===== src/rtl/core/psc_pkg.sv =====
// ============================================================================
// psc_pkg - shared types and constants of the postfix stack calculator
// Opcodes, status codes, beat layouts and the sequencer/ALU state types.
// ============================================================================
package psc_pkg;

    localparam int WORD_W      = 32;
    localparam int OP_W        = 3;
    localparam int ST_W        = 2;
    localparam int DEPTH_OUT_W = 7;
    localparam int DIV_STEPS   = 32;
    localparam int CNT_W       = $clog2(DIV_STEPS);

    // input beat: operation, value; output beat: top_value, status, depth
    localparam int IN_FIELDS_W  = OP_W + WORD_W;
    localparam int OUT_FIELDS_W = WORD_W + ST_W + DEPTH_OUT_W;
    localparam int IN_TDATA_W   = ((IN_FIELDS_W + 7) / 8) * 8;
    localparam int OUT_TDATA_W  = ((OUT_FIELDS_W + 7) / 8) * 8;

    typedef logic [OP_W-1:0]   t_opcode;
    typedef logic [ST_W-1:0]   t_status;
    typedef logic [WORD_W-1:0] t_word;

    localparam t_opcode OP_PUSH = 3'd0;
    localparam t_opcode OP_ADD  = 3'd1;
    localparam t_opcode OP_SUB  = 3'd2;
    localparam t_opcode OP_MUL  = 3'd3;
    localparam t_opcode OP_DIV  = 3'd4;
    localparam t_opcode OP_POP  = 3'd5;

    localparam t_status ST_OK        = 2'd0;
    localparam t_status ST_UNDERFLOW = 2'd1;
    localparam t_status ST_DIVZERO   = 2'd2;
    localparam t_status ST_FULL      = 2'd3;

    localparam t_word EMPTY_READ = '1;

    typedef enum logic [3:0] {
        S_IDLE,
        S_DECODE,
        S_POP_RD,
        S_B_RD,
        S_A_RD,
        S_ALU_GO,
        S_ALU_WAIT,
        S_WRITE,
        S_RESULT
    } t_seq_state;

    typedef enum logic [1:0] {
        A_IDLE,
        A_DIV,
        A_FIX,
        A_DONE
    } t_alu_state;

    typedef struct packed {
        logic    start;
        t_opcode op;
    } t_alu_req;

    typedef struct packed {
        logic  done;
        t_word result;
    } t_alu_rsp;

endpackage


===== src/rtl/core/psc_stack.sv =====
// ============================================================================
// psc_stack - operand store
// One write port, one read port with registered read data.
// ============================================================================
module psc_stack #(
    parameter int DEPTH  = 64,
    parameter int ADDR_W = 6
) (
    input  logic                i_clk,
    input  logic                i_wr_en,
    input  logic [ADDR_W-1:0]   i_wr_addr,
    input  psc_pkg::t_word      i_wr_data,
    input  logic [ADDR_W-1:0]   i_rd_addr,
    output psc_pkg::t_word      o_rd_data
);
    import psc_pkg::*;

    t_word r_mem [DEPTH];
    t_word r_rd_data;

    always_ff @(posedge i_clk) begin
        if (i_wr_en) begin
            r_mem[i_wr_addr] <= i_wr_data;
        end
    end

    always_ff @(posedge i_clk) begin
        r_rd_data <= r_mem[i_rd_addr];
    end

    assign o_rd_data = r_rd_data;

endmodule


===== src/rtl/core/psc_alu.sv =====
// ============================================================================
// psc_alu - shared arithmetic unit
// Add, subtract and low-word multiply into a result register; signed divide
// by a radix-2 restoring loop, one quotient bit per cycle, then a sign fix.
// ============================================================================
module psc_alu (
    input  logic               i_clk,
    input  logic               i_rst_n,
    input  psc_pkg::t_alu_req  i_req,
    input  psc_pkg::t_word     i_a,
    input  psc_pkg::t_word     i_b,
    output psc_pkg::t_alu_rsp  o_rsp
);
    import psc_pkg::*;

    t_alu_state       r_state, n_state;
    t_word            r_res;
    t_word            r_rem;
    t_word            r_quo;
    t_word            r_dvsr;
    logic             r_neg;
    logic [CNT_W-1:0] r_cnt;

    logic [WORD_W-1:0] w_rem_sh;
    logic [WORD_W:0]   w_diff;
    t_word             w_mag_a;
    t_word             w_mag_b;

    assign w_mag_a  = i_a[WORD_W-1] ? (t_word'(0) - i_a) : i_a;
    assign w_mag_b  = i_b[WORD_W-1] ? (t_word'(0) - i_b) : i_b;
    // remainder stays below the divisor (<= 2^31), so the shift fits a word
    assign w_rem_sh = {r_rem[WORD_W-2:0], r_quo[WORD_W-1]};
    assign w_diff   = {1'b0, w_rem_sh} - {1'b0, r_dvsr};

    always_comb begin
        n_state = r_state;
        unique case (r_state)
            A_IDLE: begin
                if (i_req.start) begin
                    n_state = (i_req.op == OP_DIV) ? A_DIV : A_DONE;
                end
            end
            A_DIV: begin
                if (r_cnt == CNT_W'(DIV_STEPS - 1)) begin
                    n_state = A_FIX;
                end
            end
            A_FIX:  n_state = A_DONE;
            A_DONE: n_state = A_IDLE;
            default: n_state = A_IDLE;
        endcase
    end

    always_ff @(posedge i_clk) begin
        if (!i_rst_n) begin
            r_state <= A_IDLE;
        end else begin
            r_state <= n_state;
        end
    end

    always_ff @(posedge i_clk) begin
        case (r_state)
            A_IDLE: begin
                r_rem  <= '0;
                r_quo  <= w_mag_a;
                r_dvsr <= w_mag_b;
                r_neg  <= i_a[WORD_W-1] ^ i_b[WORD_W-1];
                r_cnt  <= '0;
                case (i_req.op)
                    OP_ADD:  r_res <= i_a + i_b;
                    OP_SUB:  r_res <= i_a - i_b;
                    OP_MUL:  r_res <= WORD_W'(i_a * i_b);
                    default: r_res <= '0;
                endcase
            end
            A_DIV: begin
                r_cnt <= r_cnt + CNT_W'(1);
                if (!w_diff[WORD_W]) begin
                    r_rem <= w_diff[WORD_W-1:0];
                    r_quo <= {r_quo[WORD_W-2:0], 1'b1};
                end else begin
                    r_rem <= w_rem_sh;
                    r_quo <= {r_quo[WORD_W-2:0], 1'b0};
                end
            end
            A_FIX: begin
                r_res <= r_neg ? (t_word'(0) - r_quo) : r_quo;
            end
            default: begin
            end
        endcase
    end

    always_comb begin
        o_rsp.done   = (r_state == A_DONE);
        o_rsp.result = r_res;
    end

endmodule


===== src/rtl/core/postfix_stack_calculator_core.sv =====
// ============================================================================
// postfix_stack_calculator_core - reverse Polish integer evaluator
// Sequencer, operand stack and shared ALU with a registered output beat.
// ============================================================================
// Each input beat carries one item: push a value, add, subtract, multiply,
// divide (pop b, pop a, push a op b), or pop the top. Every item returns
// one output beat with the value pushed, computed or popped, a status
// (ok, underflow, divide by zero, stack full) and the stack depth after the
// item. Arithmetic wraps at 32 bits; division truncates toward zero. A
// missing operand reads as -1 with underflow status; divide by zero leaves
// the stack untouched; a push onto a full stack is dropped. One item is in
// work at a time and the input is not ready meanwhile. A divide runs the
// 32-step radix-2 loop of the shared ALU; pop and the arithmetic items
// read their operands through the registered read port of the operand
// store. A new item is taken while the previous output beat still waits
// downstream. The operand store needs no clearing after reset: only
// entries below the current depth are ever used.
// ============================================================================
module postfix_stack_calculator_core #(
    parameter int STACK_DEPTH = 64
) (
    input  logic                                i_clk,
    input  logic                                i_rst_n,
    // slave side
    input  logic                                i_s_axis_tvalid,
    output logic                                o_s_axis_tready,
    // [2:0] operation, [34:3] value, [39:35] zero
    input  logic [psc_pkg::IN_TDATA_W-1:0]      i_s_axis_tdata,
    // master side
    output logic                                o_m_axis_tvalid,
    input  logic                                i_m_axis_tready,
    // [31:0] top_value, [33:32] status, [40:34] depth, [47:41] zero
    output logic [psc_pkg::OUT_TDATA_W-1:0]     o_m_axis_tdata
);
    import psc_pkg::*;

    localparam int D_W = $clog2(STACK_DEPTH + 1);   // holds the full count
    localparam int A_W = $clog2(STACK_DEPTH);       // store address

    // ---------------------------------------------------------------------
    // state and item registers
    // ---------------------------------------------------------------------
    t_seq_state  r_state, n_state;
    t_opcode     r_op;
    t_word       r_val;
    t_word       r_a;
    t_word       r_b;
    t_word       r_res;
    t_status     r_status;
    logic [D_W-1:0] r_depth;

    logic                   r_out_valid;
    logic [OUT_TDATA_W-1:0] r_out_data;

    // ---------------------------------------------------------------------
    // control toward store and ALU
    // ---------------------------------------------------------------------
    logic           w_accept;
    logic           w_out_free;
    logic           w_mem_we;
    logic [A_W-1:0] w_mem_waddr;
    t_word          w_mem_wdata;
    logic [A_W-1:0] w_mem_raddr;
    t_word          w_rd_data;
    t_alu_req       w_alu_req;
    t_alu_rsp       w_alu_rsp;

    logic w_is_arith;
    logic w_full;
    logic w_empty;
    logic w_has_a;      // a second operand is on the stack (checked in S_B_RD)
    logic w_div_zero;

    assign w_accept   = i_s_axis_tvalid && o_s_axis_tready;
    assign w_out_free = !r_out_valid || i_m_axis_tready;
    assign w_is_arith = (r_op == OP_ADD) || (r_op == OP_SUB) ||
                        (r_op == OP_MUL) || (r_op == OP_DIV);
    assign w_full     = (r_depth == D_W'(STACK_DEPTH));
    assign w_empty    = (r_depth == '0);
    assign w_has_a    = (r_depth >= D_W'(2));
    assign w_div_zero = (r_op == OP_DIV) && (w_rd_data == '0);

    // ---------------------------------------------------------------------
    // next state
    // ---------------------------------------------------------------------
    always_comb begin
        n_state = r_state;
        unique case (r_state)
            S_IDLE: begin
                if (w_accept) begin
                    n_state = S_DECODE;
                end
            end
            S_DECODE: begin
                if (r_op == OP_POP) begin
                    n_state = w_empty ? S_RESULT : S_POP_RD;
                end else if (w_is_arith) begin
                    n_state = w_empty ? S_ALU_GO : S_B_RD;
                end else begin
                    n_state = S_RESULT;     // push, or an unused code
                end
            end
            S_POP_RD: n_state = S_RESULT;
            S_B_RD: begin
                if (w_div_zero) begin
                    n_state = S_RESULT;
                end else if (w_has_a) begin
                    n_state = S_A_RD;
                end else begin
                    n_state = S_ALU_GO;
                end
            end
            S_A_RD:   n_state = S_ALU_GO;
            S_ALU_GO: n_state = S_ALU_WAIT;
            S_ALU_WAIT: begin
                if (w_alu_rsp.done) begin
                    n_state = S_WRITE;
                end
            end
            S_WRITE:  n_state = S_RESULT;
            S_RESULT: begin
                if (w_out_free) begin
                    n_state = S_IDLE;
                end
            end
            default:  n_state = S_IDLE;
        endcase
    end

    // ---------------------------------------------------------------------
    // control outputs
    // ---------------------------------------------------------------------
    always_comb begin
        o_s_axis_tready = (r_state == S_IDLE);
        w_mem_we        = 1'b0;
        w_mem_waddr     = A_W'(r_depth);
        w_mem_wdata     = r_res;
        // top entry, or the one below it while b is coming back
        w_mem_raddr     = (r_state == S_B_RD) ? A_W'(r_depth - D_W'(2))
                                              : A_W'(r_depth - D_W'(1));
        w_alu_req.start = 1'b0;
        w_alu_req.op    = r_op;
        unique case (r_state)
            S_DECODE: begin
                if (r_op == OP_PUSH && !w_full) begin
                    w_mem_we    = 1'b1;
                    w_mem_wdata = r_val;
                end
            end
            S_ALU_GO: w_alu_req.start = 1'b1;
            S_WRITE:  w_mem_we        = 1'b1;
            default: begin
            end
        endcase
    end

    // ---------------------------------------------------------------------
    // sequencer registers
    // ---------------------------------------------------------------------
    always_ff @(posedge i_clk) begin
        if (!i_rst_n) begin
            r_state <= S_IDLE;
            r_depth <= '0;
        end else begin
            r_state <= n_state;
            case (r_state)
                S_DECODE: begin
                    if ((r_op == OP_PUSH && !w_full) ||
                        (r_op == OP_POP && !w_empty)) begin
                        r_depth <= (r_op == OP_PUSH) ? r_depth + D_W'(1)
                                                     : r_depth - D_W'(1);
                    end
                end
                S_B_RD: begin
                    if (!w_div_zero) begin
                        r_depth <= r_depth - D_W'(1);
                    end
                end
                S_A_RD:  r_depth <= r_depth - D_W'(1);
                S_WRITE: r_depth <= r_depth + D_W'(1);
                default: begin
                end
            endcase
        end
    end

    // item payload
    always_ff @(posedge i_clk) begin
        case (r_state)
            S_IDLE: begin
                r_op     <= i_s_axis_tdata[OP_W-1:0];
                r_val    <= i_s_axis_tdata[OP_W +: WORD_W];
                r_res    <= '0;
                r_status <= ST_OK;
            end
            S_DECODE: begin
                if (r_op == OP_PUSH) begin
                    if (w_full) begin
                        r_status <= ST_FULL;
                    end else begin
                        r_res <= r_val;
                    end
                end else if (w_empty && (r_op == OP_POP || w_is_arith)) begin
                    // both operands missing, or pop of an empty stack
                    r_res    <= EMPTY_READ;
                    r_a      <= EMPTY_READ;
                    r_b      <= EMPTY_READ;
                    r_status <= ST_UNDERFLOW;
                end
            end
            S_POP_RD: r_res <= w_rd_data;
            S_B_RD: begin
                r_b <= w_rd_data;
                if (w_div_zero) begin
                    r_status <= ST_DIVZERO;
                end else if (!w_has_a) begin
                    r_a      <= EMPTY_READ;
                    r_status <= ST_UNDERFLOW;
                end
            end
            S_A_RD: r_a <= w_rd_data;
            S_ALU_WAIT: begin
                if (w_alu_rsp.done) begin
                    r_res <= w_alu_rsp.result;
                end
            end
            default: begin
            end
        endcase
    end

    // ---------------------------------------------------------------------
    // output beat register
    // ---------------------------------------------------------------------
    always_ff @(posedge i_clk) begin
        if (!i_rst_n) begin
            r_out_valid <= 1'b0;
        end else if (r_state == S_RESULT && w_out_free) begin
            r_out_valid <= 1'b1;
        end else if (i_m_axis_tready) begin
            r_out_valid <= 1'b0;
        end
    end

    always_ff @(posedge i_clk) begin
        if (r_state == S_RESULT && w_out_free) begin
            r_out_data <= {(OUT_TDATA_W - OUT_FIELDS_W)'(0),
                           DEPTH_OUT_W'(r_depth), r_status, r_res};
        end
    end

    assign o_m_axis_tvalid = r_out_valid;
    assign o_m_axis_tdata  = r_out_data;

    // ---------------------------------------------------------------------
    // operand store and shared ALU
    // ---------------------------------------------------------------------
    psc_stack #(
        .DEPTH  (STACK_DEPTH),
        .ADDR_W (A_W)
    ) u_stack (
        .i_clk     (i_clk),
        .i_wr_en   (w_mem_we),
        .i_wr_addr (w_mem_waddr),
        .i_wr_data (w_mem_wdata),
        .i_rd_addr (w_mem_raddr),
        .o_rd_data (w_rd_data)
    );

    psc_alu u_alu (
        .i_clk   (i_clk),
        .i_rst_n (i_rst_n),
        .i_req   (w_alu_req),
        .i_a     (r_a),
        .i_b     (r_b),
        .o_rsp   (w_alu_rsp)
    );

    // ---------------------------------------------------------------------
    // assertions
    // ---------------------------------------------------------------------
    a_depth_bound: assert property (@(posedge i_clk) disable iff (!i_rst_n)
        r_depth <= D_W'(STACK_DEPTH))
        else $error("stack count beyond capacity");

    a_one_item: assert property (@(posedge i_clk) disable iff (!i_rst_n)
        w_accept |=> !o_s_axis_tready)
        else $error("second item taken while one is in work");

    a_write_room: assert property (@(posedge i_clk) disable iff (!i_rst_n)
        w_mem_we |-> !w_full)
        else $error("store write with a full stack");

    a_full_depth: assert property (@(posedge i_clk) disable iff (!i_rst_n)
        (o_m_axis_tvalid && o_m_axis_tdata[WORD_W +: ST_W] == ST_FULL) |->
        (o_m_axis_tdata[WORD_W + ST_W +: DEPTH_OUT_W] ==
         DEPTH_OUT_W'(STACK_DEPTH)))
        else $error("full status with a stack that is not full");

endmodule

===== config.mk =====
export PLATFORM = sky130hd
export DESIGN_NAME = postfix_stack_calculator_core
export DESIGN_NICKNAME = d
export VERILOG_FILES = /design/src/rtl/core/psc_pkg.sv /design/src/rtl/core/psc_stack.sv /design/src/rtl/core/psc_alu.sv /design/src/rtl/core/postfix_stack_calculator_core.sv
export SDC_FILE = /design/constraint.sdc
export NUM_CORES = 2
export LEC_CHECK = 0
export BUFFER_PORTS_ARGS = -buffer_cell sky130_fd_sc_hd__buf_2
export CAP_MARGIN = 20
export CORE_ASPECT_RATIO = 0.5
export CORE_MARGIN = 8
export CORE_UTILIZATION = 40
export DETAILED_ROUTE_END_ITERATION = 8
export MAX_ROUTING_LAYER = met4
export PLACE_DENSITY = 0.57
export SYNTH_ARGS = -nofsm -noshare
export SYNTH_HDL_FRONTEND = slang
export SYNTH_SLANG_ARGS = --single-unit

===== constraint.sdc =====
create_clock -name i_clk -period 21.7 [get_ports i_clk]
set_input_delay 4.34 -clock i_clk [delete_from_list [all_inputs] [get_ports i_clk]]
set_output_delay 4.34 -clock i_clk [all_outputs]
set_load 0.01 [all_outputs]

=== Yosys cells after proc, flatten, opt, wreduce, memory -nomap -nowiden ===
Memory sizes are Yosys's and may differ from the RTL's. A register that Yosys moved wholly into a read port is not among the register bits.
Index checks and enable logic that the tools add are counted.

* Mux-type cells: 54
* Reduce and logical (&&, ||, !) cells: 36
* $lt $le $gt $ge: 1
* Equality and inequality tests: 32
* Add/subtract/negate cells: 10
* Bitwise operators: 1
* Multiply operators: 1

{| class="wikitable"
|+ Operators by type and width
! cell !! count
|-
| two-way mux 32 bit || 11
|-
| case mux 32 bit (2 select lines) || 3
|-
| case mux 32 bit (3 select lines) || 2
|-
| case mux 32 bit (4 select lines) || 1
|-
| subtractor 1 x 32 -> 32 bit (first input constant) || 3
|-
| two-way mux 31 bit || 2
|-
| case mux 31 bit (2 select lines) || 1
|-
| subtractor 32 x 32 -> 33 bit || 1
|-
| adder 32 bit || 1
|-
| zero test 32 bit || 1
|-
| multiplier 32 x 32 -> 32 bit || 1
|-
| case mux 4 bit (8 select lines) || 1
|-
| subtractor 32 bit || 1
|-
| two-way mux 4 bit || 7
|-
| case mux 7 bit (4 select lines) || 1
|-
| two-way mux 7 bit || 3
|-
| equality test 4 x 3 -> 1 bit (second input constant) || 4
|-
| two-way mux 2 bit || 8
|-
| != test 2 bit (second input constant) || 6
|-
| != test 3 bit (second input constant) || 4
|-
| case mux 5 bit (2 select lines) || 1
|-
| AND reduction 3 bit || 3
|-
| equality test 4 x 2 -> 1 bit (second input constant) || 2
|-
| two-way mux 1 bit || 8
|-
| other kinds (35) || 59
|}

* Bits in registers: 321
* RAM bits: 2048
* Memories: 1
* Output and inout bits: 50
* Bits of input ports: 44
* Word-level logic and storage cells: 154

{| class="wikitable"
|+ Memories
! name !! words !! width !! read ports !! clocked after memory_dff !! wr ports !! line !! text
|-
| u_stack.r_mem || 64 || 32 || 1 || 1 || 1 || psc_stack.sv:18 || <nowiki>t_word r_mem [DEPTH];</nowiki>
|}

=== Logic depth before layout (Yosys ltp) ===
* Depth in word-level cells: 9
* Depth in mapped cells: 28
* Depth with buffers taken out: 26

=== Cells and area by module ===
Synthesis repeated with hierarchy kept, for this count alone.

* Cells, all modules: 6883
* Area total of the unflattened synthesis: 113634.0 sq um

{| class="wikitable"
|+ Modules (own cells, without submodules)
! module !! seq. area each (sq um) !! instances !! cells an instance !! area an instance (sq um)
|-
| psc_stack || 62139.6 || 1 || 3324 || 78515.3
|-
| psc_alu || 4033.9 || 1 || 2981 || 26905.8
|-
| postfix_stack_calculator_core || 5465.2 || 1 || 578 || 8212.9
|}

=== Worst setup path before layout ===
No wires, ideal clock.

* Path kind: register to output
* From: register r_state[0]
* To: output port o_s_axis_tready
* Cell stages (with the launch flop): 4
* Arrival time: 4.443 ns
* Setup slack: 12.917 ns
* Path buffers: 2
* Cells stage by stage: dfxtp_1 -> clkbuf_1 -> buf_1 -> nor4_1

* Cells in the longest elaborated chain, start to end: 1

{| class="wikitable"
|+ RTL lines
! element !! line !! text
|-
| from (decl) || postfix_stack_calculator_core.sv:43 || <nowiki>t_seq_state r_state, n_state;</nowiki>
|-
| from (signal assigned) || postfix_stack_calculator_core.sv:165 || <nowiki>r_state <= n_state;</nowiki>
|-
| zero test 4 bit || postfix_stack_calculator_core.sv:134 || <nowiki>o_s_axis_tready = (r_state == S_IDLE);</nowiki>
|-
| to (decl) || postfix_stack_calculator_core.sv:26 || <nowiki>output logic o_s_axis_tready,</nowiki>
|}

No other way between the ends.

=== Worst setup path after layout ===
* From: register r_b[9]
* To: register u_alu.r_res[31], data pin

* Cells in the longest elaborated chain, start to end: 3
* Elaborated cells on any way between the ends: 5

{| class="wikitable"
|+ RTL lines
! element !! line !! text
|-
| from (decl) || postfix_stack_calculator_core.sv:47 || <nowiki>t_word r_b;</nowiki>
|-
| from (signal assigned) || postfix_stack_calculator_core.sv:213 || <nowiki>r_b <= w_rd_data;</nowiki>
|-
| multiplier 32 x 32 -> 32 bit, or another cell as far along || psc_alu.sv:73 || <nowiki>OP_MUL: r_res <= WORD_W'(i_a * i_b);</nowiki>
|-
| case mux 32 bit (3 select lines) (*) || psc_alu.sv:70 || <nowiki>case (i_req.op)</nowiki>
|-
| case mux 32 bit (2 select lines) (*) || psc_alu.sv:63 || <nowiki>case (r_state)</nowiki>
|-
| to (signal assigned) || psc_alu.sv:71 || <nowiki>OP_ADD: r_res <= i_a + i_b;</nowiki>
|-
| to (signal assigned) || psc_alu.sv:72 || <nowiki>OP_SUB: r_res <= i_a - i_b;</nowiki>
|-
| to (signal assigned) || psc_alu.sv:73 ||
|-
| to (decl) || psc_alu.sv:17 || <nowiki>t_word r_res;</nowiki>
|}

Mark *: on every way between the ends. The rest lies on a longest branch, timed or not.
A chain may end at the register's enable or synchronous reset.

==> results.md <==
- Unique masters post-synth: slightly below 90
- Avg Synthesized Cell Area: approximately 16 um^2
- Wire length per cell: ~28 um
- Half-perimeter wire length after detailed placement: around 180000 um
- Worst path required time: ~22 ns
- Post-synth top flop: edfxtp_1
- Clock sink total: between 2000 and 2500
- Least-Margin Pin Slew: about 1.2 ns
- Last weighted congestion value of the routability-driven placer: approximately 0.86
- Max Cap Viol: 0
- Full die area: about 300000 um^2
- Number of pins with negative max-slew slack in the final report: 0
- Deepest level of the CTS H-tree: 4
- Buffers from clock root to sink, at most: 4
- Port Buf Inserts: between 80 and 90
- I/O pin total: 94
- Leading cell types by total area after synthesis: edfxtp_1 62%, mux4_2 11%, fa_1 7.2%
- Leading area contributor after synthesis: edfxtp_1
- Post-layout worst setup margin: 13.49 ns
- Crit-path slowest cell: edfxtp_1
- Worst path max stage delay: between 0.5 and 0.6 ns
- Ratio of cells with drive above 1 in the final layout: ~18%
- Clock buffers created by TritonCTS: ~220
- Portion of synthesized cell area occupied by the leading cell type: 62.0%
- Global-route congestion overflow total: 0
- Critical Path Source Type: flip-flop
- Status: finished, final reports clean
- Iteration-0 DRC Markers: 5981
- Post-place setup slack: 13.52 ns
- Synthesized flop and latch total: roughly 2400
- Final net count: 7727
- Maximum number of pins on one net before global-route repair: between 100 and 150
- DRC Markers: 0
- Clock latency of the later-clocked register in the worst-skew pair: 0.89 ns
- Clock Pin Slew Worst Setup and Hold Paths: approximately 0.07 ns
- Critical Path Most Common Cell: fa_1
- Syn Inst Count: approximately 6900
- # setup viols final: 0
- Leading cell type in the layout, fill and taps excluded: edfxtp_1
- Max Fclk: around 0.12 GHz
- Synth warnings: 0
- Proportion of register bits with asynchronous set or reset after synthesis: 0%
- Setup tns final: 0 ns
- Final clock skew: 0.105 ns
- Max_slew headroom: between 15 and 20%
- Number of flops mapped to enable cells by yosys: approximately 2400
- DR pass1 iterations: 6
- Total number of placement rows: approximately 140
- Wirelength, routed: 306000 um
- Layer carrying the most global-route usage: met2
- Start-to-end type of the worst setup path: flip-flop to flip-flop
- Hold Vio Cnt, Final: 0
- Met2 GRT Util: 31.1%
- Global-route wire length before repair: ~440000 um
- Hold-fix buffers, CTS: 0
- Type of element capturing the critical path: flip-flop
- Area of the mapped netlist: roughly 110000 um^2
- Cell family with most CP delay: adder cells
- Crit path cell chain: buf_4 -> nand2_1 -> fa_1 -> inv_1 -> fa_1 -> fa_1 -> inv_1 -> fa_1 -> inv_1 -> fa_1 -> inv_1 -> fa_1 -> inv_1 -> fa_1 -> fa_1 -> ha_1 -> and3_1 -> nand4_1 -> o21ai_0 -> a31oi_1 -> a21oi_1 -> a31oi_1 -> xnor2_1 -> o31ai_1
- Initial antenna violation count: 14
- Met3 GRT Util: 3.03%
- Number of setup buffers added after CTS: 0
- Number of buffer and inverter stages on the critical path: 6
- Core box area: ~280000 um^2
- Met1 track utilization from global routing: between 20 and 30%
- Path class of the lowest-slack min-delay path: flip-flop to flip-flop
- Post-layout min period: just over 8 ns
- CP Data Arrival Time: ~8.8 ns
- Routed Antenna Nets: 0
- Routed via count: roughly 61000
- Die Span Y: just under 400 um
- Setup repair after global routing missed its margin: no
- Vias per std cell: ~5.5
- Layout overhead on the synthesized area: 11.4%
- TritonCTS clock tree: yes
- Overall die width: around 770 um
- Via count of the first global-routing pass: 61800
- Root cell of the clock tree: clkbuf_16
- Post-synthesis sequential area ratio: a little over three fifths
- Starting density of the core: between 40% and 50%
- Fill cell count: 24700
- Gr usage total: between 20% and 30%
- Largest driver fanout on the critical path: 25
- Top library cells by usage in the layout, fill and taps aside: 2355 x edfxtp_1, 544 x mux4_2, 439 x inv_1
- Post-CTS Resized: 0
- Final worst-path cycle share: a little under two fifths
==> synth_stat cells, drive strengths merged (9+ instances only) <==
library cell	n
a21boi	13
o31a	9
nand3	23
o31ai	34
xnor2	145
nand4	9
and2	322
a221oi	20
nor2	149
dfxtp	46
mux2i	158
a21o	34
inv	440
or4	12
a211oi	142
buf	128
mux4	544
a22oi	33
o41ai	16
nand2	411
edfxtp	2355
clkbuf	272
nor2b	178
a21oi	233
mux2	32
a31oi	12
ha	204
fa	410
o21bai	11
o21ai	148
nor4	20
nor3	37
or3	33
or2	40
nand2b	55
xor2	115
o21a	16
==> worst reg2reg max path, delay by kind of cell, from the launching register on <==
kind	cells	cell delay, ns
AO/OA/AOI/OAI	5	1.64
adder cells (fa/ha/maj)	9	4.26
AND/OR/NAND/NOR	3	0.58
XOR/XNOR	1	0.16
flip-flops	1	0.59
buffers and inverters	6	0.76
==> registers in the layout, indices dropped and copies added (netlist names), 31 cells and up <==
| signal | count |
|---|---|
| u_alu.r_rem | 31 |
| r_res | 32 |
| u_stack.o_rd_data | 32 |
| u_alu.r_quo | 32 |
| u_stack.r_mem | 2048 |
| r_b | 32 |
| r_val | 32 |
| o_m_axis_tdata | 41 |
| u_alu.r_res | 32 |
| r_a | 32 |
| u_alu.r_dvsr | 32 |
==> worst paths after layout <==
check / to / from / depth (start not counted) / slack (ns)
max: u_alu.r_res[31]$_DFFE_PP_ / r_b[9]$_SDFFCE_PN1P_ / 24 / 13.49
min: o_m_axis_tdata[32]$_DFFE_PP_ / r_status[0]$_DFFE_PP_ / 0 / 0.43
max reg2reg: u_alu.r_res[31]$_DFFE_PP_ / r_b[9]$_SDFFCE_PN1P_ / 24 / 13.49
min reg2reg: o_m_axis_tdata[32]$_DFFE_PP_ / r_status[0]$_DFFE_PP_ / 0 / 0.43
==> area by class of cell <==
class                   count  area [um^2]  area share [%]
flip-flops and latches   2401        71600            56.4
inverters                 441         1660            1.30
clock buffers             273         5830            4.59
diodes                     11         27.5          0.0217
clock inverters           130         1240           0.978
multi-input cells        3701        39700            31.3
well taps                3780         4730            3.73
repair buffers            303         2130            1.68
==> cells by family (layout without fill, tap and decap cells) <==
kind of cell / count (synthesis) / in the layout / share of synthesized area (%)
XOR/XNOR: 260 / 260 / 2.00
AND/OR/NAND/NOR: 1327 / 1327 / 6.08
buffers and inverters: 841 / 1147 / 2.92
adder cells (fa/ha/maj): 614 / 614 / 9.44
flip-flops: 2401 / 2401 / 62.8
AO/OA/AOI/OAI: 759 / 759 / 4.27
multiplexers: 734 / 734 / 12.5
other: 1 / 18 / 0.00329
==> layer usage <==
| metal | part of all wire [%] | vias to the layer above |
|---|---|---|
| met5 | 0 | - |
| met4 | 2.5 | 0 |
| met3 | 6.3 | 372 |
| met2 | 46 | 1852 |
| met1 | 45 | 32600 |
| li1 | - | 26400 |
==> through the flow <==
| stage | std cells | hold slack (ns) | utilization, % | cell area, um^2 |
|---|---|---|---|---|
| after floorplan | 6943 | 0.400 | - | 114000 |
| after global placement | 10600 | 0.410 | 42.3 | 120000 |
| after detailed placement | 10600 | 0.416 | 42.3 | 120000 |
| after CTS | 11000 | 0.430 | 44.8 | 127000 |
| after global routing | 11000 | 0.431 | 44.8 | 127000 |
| final | 11000 | 0.428 | 44.8 | 127000 |
Power is not shown: default switching activity piles up to over one toggle a cycle in this logic, so the estimate is an artifact.
